**config.mk**
```make
export PLATFORM = sky130hd
export DESIGN_NAME = bbr_front
export DESIGN_NICKNAME = d
export VERILOG_FILES = /design/src/bbr_pkg.sv /design/src/bbr_front.sv
export SDC_FILE = /design/constraint.sdc
export NUM_CORES = 1
export LEC_CHECK = 0
export ABC_AREA = 1
export BUFFER_PORTS_ARGS = -buffer_cell sky130_fd_sc_hd__buf_2
export CORE_MARGIN = 2
export CORE_UTILIZATION = 45
export CTS_CLUSTER_DIAMETER = 150
export DETAILED_ROUTE_END_ITERATION = 10
export GPL_TIMING_DRIVEN = 0
export PLACE_DENSITY = 0.7
export SLEW_MARGIN = 20
export SYNTH_ARGS = -nofsm -noshare
export SYNTH_HDL_FRONTEND = slang
export SYNTH_SLANG_ARGS = --single-unit
```
**constraint.sdc**
```tcl
create_clock -name clk -period 1.75 [get_ports clk]
set_clock_uncertainty 0.1 [all_clocks]
set_input_delay 0.175 -clock clk [delete_from_list [all_inputs] [get_ports clk]]
set_output_delay 0.175 -clock clk [all_outputs]
set_load 0.02 [all_outputs]
```
**src/bbr_pkg.sv**
```systemverilog
// Package for the breadth-first renumbering unit.
// Holds the request and result structs and the status and command codes.
`timescale 1ns / 1ps
package bbr_pkg;

  localparam int NB_W = 10;

  typedef enum logic [1:0] {
    ST_OK      = 2'd0,
    ST_FULL    = 2'd1,
    ST_RANGE   = 2'd2,
    ST_NOTHING = 2'd3
  } bbr_status_t;

  typedef enum logic {
    CMD_LOAD = 1'b0,
    CMD_READ = 1'b1
  } bbr_kind_t;

  typedef struct packed {
    logic            func;
    logic [NB_W-1:0] neighbour;
    logic            has_neighbour;
    logic            end_of_cell;
    logic            end_of_graph;
  } bbr_in_t;

  typedef struct packed {
    logic [NB_W-1:0] new_cell;
    logic            is_last;
    logic [1:0]      status;
  } bbr_out_t;

  typedef struct packed {
    bbr_kind_t       kind;
    logic [NB_W-1:0] neighbour;
    logic            has_neighbour;
    logic            close_cell;
    logic            end_of_graph;
  } bbr_cmd_t;

endpackage

```
**src/bbr_front.sv**
```systemverilog
// Front end: accepts input requests, classifies them into commands and
// holds them in a two-entry queue for the back end. Depends on bbr_pkg.
`timescale 1ns / 1ps
module bbr_front (
  input  logic             clk,
  input  logic             rst_n,
  input  logic             in_valid,
  output logic             in_stall,
  input  bbr_pkg::bbr_in_t in_data,
  output logic             cmd_valid,
  output bbr_pkg::bbr_cmd_t cmd,
  input  logic             cmd_pop
);
  import bbr_pkg::*;

  bbr_cmd_t   q_r [2];
  logic [1:0] cnt_r, cnt_nxt;
  logic       rd_r, rd_nxt;
  logic       wr_r, wr_nxt;
  logic       push;
  bbr_cmd_t   cls;

  always_comb begin
    cls.kind          = in_data.func ? CMD_READ : CMD_LOAD;
    cls.neighbour     = in_data.neighbour;
    cls.has_neighbour = in_data.has_neighbour;
    cls.close_cell    = in_data.end_of_cell | in_data.end_of_graph;
    cls.end_of_graph  = in_data.end_of_graph;
  end

  assign in_stall  = (cnt_r == 2'd2);
  assign push      = in_valid && !in_stall;
  assign cmd_valid = (cnt_r != 2'd0);
  assign cmd       = q_r[rd_r];

  always_comb begin
    cnt_nxt = cnt_r;
    rd_nxt  = rd_r;
    wr_nxt  = wr_r;
    if (push) begin
      wr_nxt = ~wr_r;
    end
    if (cmd_pop && cmd_valid) begin
      rd_nxt = ~rd_r;
    end
    case ({push, cmd_pop && cmd_valid})
      2'b10:   cnt_nxt = cnt_r + 2'd1;
      2'b01:   cnt_nxt = cnt_r - 2'd1;
      default: cnt_nxt = cnt_r;
    endcase
  end

  always_ff @(posedge clk) begin
    if (!rst_n) begin
      cnt_r <= 2'd0;
      rd_r  <= 1'b0;
      wr_r  <= 1'b0;
    end else begin
      cnt_r <= cnt_nxt;
      rd_r  <= rd_nxt;
      wr_r  <= wr_nxt;
    end
  end

  always_ff @(posedge clk) begin
    if (push) begin
      q_r[wr_r] <= cls;
    end
  end

endmodule

```
==> results of run 1 <==
## cell type report
class,count,area share [%]
timing repair buffer,47,18.3
multi-input combinational,41,17.5
clock buffer,5,2.25
clock inverter,3,1.05
tap,31,2.32
inverter,7,1.57
sequential,33,56.4
buffer,1,0.674
## cell usage after synthesis
library cell / count
edfxtp_1: 28
mux2_2: 14
nor2_1: 10
nand2_1: 8
inv_1: 7
dfxtp_1: 5
nor2_2: 2
a21oi_1: 1
buf_6: 1
ha_1: 1
nand3_1: 1
nand4_1: 1
o21a_1: 1
o21ai_0: 1
or2_2: 1
## report_power, final
group / internal, mW / switching, mW
logic: 0.221 / 0.301
registers: 0.962 / 0.0474
clock network: 0.151 / 0.244
total: 1.33 / 0.593
## worst max-delay path: stages (launching register included)
cell,delay [ns]
dfxtp_2,0.40
buf_6,0.17
mux2_2,0.35
buf_2,0.16
## metrics by stage
| stage | hold slack [ns] | setup TNS, ns | power, mW | cells | util (%) |
|---|---|---|---|---|---|
| CTS | 0.00664 | 0 | 1.95 | 168 | 61.7 |
| detailed placement | 0.269 | -0.0697 | 1.53 | 146 | 54.2 |
| finish | 0.0259 | 0 | 1.93 | 168 | 61.7 |
| global route | 0.00734 | 0 | 2.04 | 168 | 61.7 |
| floorplan | 0.174 | 0 | 1.38 | 82 | - |
| global placement | 0.264 | 0 | 1.51 | 146 | 54.2 |
## state kept, by name, indices dropped and copies added, names as in the netlist, named ones only
signal	cells
q_r	28
wr_r	1
rd_r	1
cnt_r	2
## what timing repair did
item	CTS	global route
hold buffers	14	0
setup endpoints to repair	24	0
hold endpoints to repair	28	0
resized for setup	2	0
## routing by layer
metal | global-route usage [%] | routed length (um) | vias to the layer above
met2 | 22.3 | 988 | 24
met4 | 5.65 | 19 | 0
met5 | 0 | 0 | -
li1 | - | - | 397
met1 | 14.7 | 849 | 355
met3 | 6.12 | 124 | 2
## path summary, 6_finish.rpt
| path | startpoint | end | slack, ns | cells after the start |
|---|---|---|---|---|
| min reg2reg | rd_r | flop | 0.40 | 2 |
| max reg2reg | cnt_r[0] | q_r[1][7] | 0.18 | 4 |
| min | in_data[1] | q_r[0][1] | 0.03 | 2 |
| max | flop | cmd[5] | 0.07 | 3 |
## cell families (layout without fill, tap and decap cells)
kind of cell / Yosys count / count (layout) / synth area share [%]
and+or+nand+nor: 23 / 23 / 7.72
AOI/OAI and AO/OA: 3 / 3 / 1.39
DFF: 33 / 33 / 74.5
muxes: 14 / 14 / 12.5
buffers and inverters: 8 / 63 / 2.97
adders and majority gates: 1 / 1 / 0.990
==> impl_metrics.json, run 1 <==
{
  "outcome": "complete, no violations",
  "cts_buffer_depth": 2,
  "worst_pin_slew_ns": 0.557,
  "netlist_area_um2": 1260,
  "synth-seq-area-share_pct": 74.5,
  "die-area_um2": 3250,
  "gr-usage-all-layers_pct": 13.4,
  "avgViaCountPerCell": 4.63,
  "avgRoutedWirePerCell_um": 11.8,
  "grt_max_degree": 15,
  "critical_path_class": "flop to output pin",
  "yosysTopAreaCellShare_pct": 66.5,
  "arrival_ns": 1.40,
  "syn-num-nets": 101,
  "slew_headroom_pct": 62.8,
  "multi_input_area_um2": 293,
  "synth_cells": 82,
  "cts_tree": "built",
  "avgSynthCellArea_um2": 15.4,
  "finalCriticalPeriod_ns": 1.68,
  "grt_pass1_vias": 763,
  "setup_ws_ns": 0.0745,
  "clock.fmax_ghz": 0.597,
  "hpwlAfterDp_um": 1340,
  "synth.largest_area_cell": "edfxtp_1",
  "ys_seq_elements": 33,
  "cts-buffers-inserted": 5,
  "period_share_pct": 95.7,
  "hold_class": "input port to flop",
  "clock_sinks": 33,
  "grt_pass1_wl_um": 3180,
  "area_delta_synth_final_pct": 32.3,
  "final_common_cell": "buf_2",
  "ios": 34,
  "critPathLaunchType": "flop",
  "postCtsSetupRepairBufs": 0,
  "firstDrtPassIters": 4,
  "ys_warn_count": 0,
  "path_max_fanout": 10,
  "rows": 19,
  "wirelength_um": 1980,
  "regArea_um2": 942,
  "powerDensity_nw_per_um2": 1150,
  "antenna_found_initial": 0,
  "finalSetupViolCount": 0,
  "fillCellCount": 218,
  "gp_congestion": 0.693,
  "htree_levels": 2,
  "clkTransAtPathRegs_ns": 0.10,
  "rsz0062_at_grt": "no",
  "hold_viol": 0,
  "port_buffers": 33,
  "slew_viol_final": 0,
  "required_ns": 1.47,
  "ir_worst_vdd_mv": 0.725,
  "first_iter_violations": 16,
  "final_cell_mix": "buf_2 (33), edfxtp_1 (28), mux2_2 (14), dlygate4sd3_1 (14), nor2_1 (9)",
  "detail-route-antenna-nets": 0,
  "drv_cap": 0,
  "drive_above_1_share_pct": 44.5,
  "ys_top_cells_by_area": "edfxtp_1 (67%), mux2_2 (12%), dfxtp_1 (7.9%), nor2_1 (3.0%), nand2_1 (2.4%)",
  "end_kind": "output pin",
  "die_h_um": 57.0,
  "clk_latency_ns": 0.32,
  "p_leak_nw": 0.678,
  "pre_cts_ws_ns": -0.00522,
  "antenna_cells": 0,
  "layout.nets": 155,
  "fin_area_um2": 1670,
  "clock-root-buffer": "clkbuf_4",
  "vias": 778,
  "grt_overflow_total": 0,
  "die_w_um": 57.0,
  "start_util_pct": 46.6,
  "dpl-instance-area_um2": 1470,
  "synth_cell_types": 15,
  "core_area_um2": 2710,
  "drc": 0
}
No activity file was read; power rests on OpenSTA's default activity.
==> run 2, diff against run 1 <==
- PLACE_DENSITY: 0.7 -> default
- PLACE_DENSITY_LB_ADDON: default -> 0.15
==> impl_metrics.json, run 2 (synthesis results as in run 1) <==
{
  "drv_cap": 0,
  "regToRegSetupSlack_ns": 0.15,
  "hpwlAfterDp_um": 1330,
  "die_h_um": 57.0,
  "pre_cts_ws_ns": -0.0291,
  "outcome": "complete, no violations",
  "grt_pass1_wl_um": 3170,
  "r2r-end": "q_r[1][13]",
  "detail-route-antenna-nets": 0,
  "critPathLaunchType": "flop",
  "setup_ws_ns": 0.0723,
  "regArea_um2": 942,
  "slew_headroom_pct": 63.1,
  "cts_tree": "built",
  "largest_reg_flops": 28,
  "clkTransAtPathRegs_ns": 0.09,
  "gp_congestion": 0.600,
  "finalCriticalPeriod_ns": 1.68,
  "holdPathEnd": "q_r[0][1]",
  "holdWs_ns": 0.0216,
  "worst-r2r-cell-count": 5,
  "powerDensity_nw_per_um2": 1150,
  "rows": 19,
  "final_cell_mix": "buf_2 (33), edfxtp_1 (28), mux2_2 (14), dlygate4sd3_1 (14), nor2_1 (9)",
  "firstDrtPassIters": 3,
  "area_delta_synth_final_pct": 31.5,
  "ir_worst_vdd_mv": 0.841,
  "start_util_pct": 46.6,
  "period_share_pct": 95.9,
  "p_leak_nw": 0.673,
  "drc": 0,
  "multi_input_area_um2": 293,
  "clock-root-buffer": "clkbuf_4",
  "layout.nets": 155,
  "hp-start": "in_data[1]",
  "grt_overflow_total": 0,
  "avgViaCountPerCell": 4.84,
  "hold_class": "input port to flop",
  "wirelength_um": 1990,
  "critical_path_class": "flop to output pin",
  "clk_latency_ns": 0.33,
  "drive_above_1_share_pct": 42.6,
  "grt_pass1_vias": 792,
  "grt_max_degree": 15,
  "clock.fmax_ghz": 0.596,
  "slew_viol_final": 0,
  "hold_depth": 2,
  "avgRoutedWirePerCell_um": 11.9,
  "first_iter_violations": 17,
  "r2r_start": "cnt_r[1]",
  "cts-buffers-inserted": 5,
  "gr-usage-all-layers_pct": 13.8,
  "postCtsSetupRepairBufs": 0,
  "required_ns": 1.47,
  "die-area_um2": 3250,
  "finalSetupViolCount": 0,
  "arrival_ns": 1.40,
  "ios": 34,
  "antenna_cells": 0,
  "worst_pin_slew_ns": 0.552,
  "rsz0062_at_grt": "no",
  "regMostFlops": "q_r",
  "die_w_um": 57.0,
  "hold_viol": 0,
  "reg_top3": "q_r: 28 flops, cnt_r: 2 flops",
  "path_max_fanout": 10,
  "finalCoreUtilization_pct": 61.3,
  "htree_levels": 2,
  "end_kind": "output pin",
  "core_area_um2": 2710,
  "fillCellCount": 216,
  "vias": 808,
  "final_common_cell": "buf_2",
  "port_buffers": 33,
  "antenna_found_initial": 0,
  "clock_sinks": 33,
  "cts_buffer_depth": 2
}
-- run 2: cell count changes in the layout (fill, tap and decap cells not counted), sizes merged --
cell and change:
clkbuf +1, clkinvlp -1, clkinv -1
-- run 2: critical path, cell delays in order (launching register included) --
cell and delay, ns:
dfxtp_2 0.40, buf_6 0.17, mux2_2 0.34, buf_2 0.16
-- run 2: repair_timing --
action,4_1_cts,5_1_grt
hold buffers,14,0
setup endpoints to repair,24,0
gates resized for setup,2,0
hold endpoints to repair,28,0
-- run 2: cell type report --
| type | count | area share (%) |
|---|---|---|
| flip-flops and latches | 33 | 56.7 |
| repair buffers | 47 | 18.4 |
| multi-input cells | 41 | 17.6 |
| clock buffers | 6 | 2.48 |
| well taps | 31 | 2.33 |
| inverters | 7 | 1.58 |
| plain buffers | 1 | 0.678 |
| clock inverters | 1 | 0.226 |
-- run 2: where the power goes --
group | internal (mW) | switching (mW)
Clock | 0.146 | 0.231
Sequential | 0.962 | 0.0471
Combinational | 0.221 | 0.301
Total | 1.33 | 0.579
-- run 2: worst max-delay path by stage --
stage             start  depth (start not counted)   endpoint  slack [ns]
2_1_floorplan  cnt_r[0]                          4  q_r[0][0]        0.22
3_3_place_gp   cnt_r[0]                          4  q_r[0][1]        0.01
3_5_place_dp   cnt_r[1]                          5  q_r[0][0]       -0.03
4_1_cts            flop                          3     cmd[2]        0.04
5_1_grt            flop                          3     cmd[2]        0.01
6_report           flop                          3     cmd[2]        0.07
-- run 2: metrics by stage --
stage,instances,area [um^2],power (mW),TNS [ns]
finish,167,1660,1.91,0
CTS,167,1660,1.93,0
global placement,146,1470,1.51,0
global route,167,1660,2.01,0
floorplan,82,1270,1.38,0
detailed placement,146,1470,1.53,-0.403
-- run 2: metal layers --
layer | up-vias | global-route usage (%) | share of wire [%]
met3 | 8 | 4.76 | 5.6
met5 | - | 0 | 0
met4 | 0 | 11.0 | 3.3
met2 | 27 | 24.0 | 50
li1 | 398 | - | -
met1 | 375 | 13.2 | 41
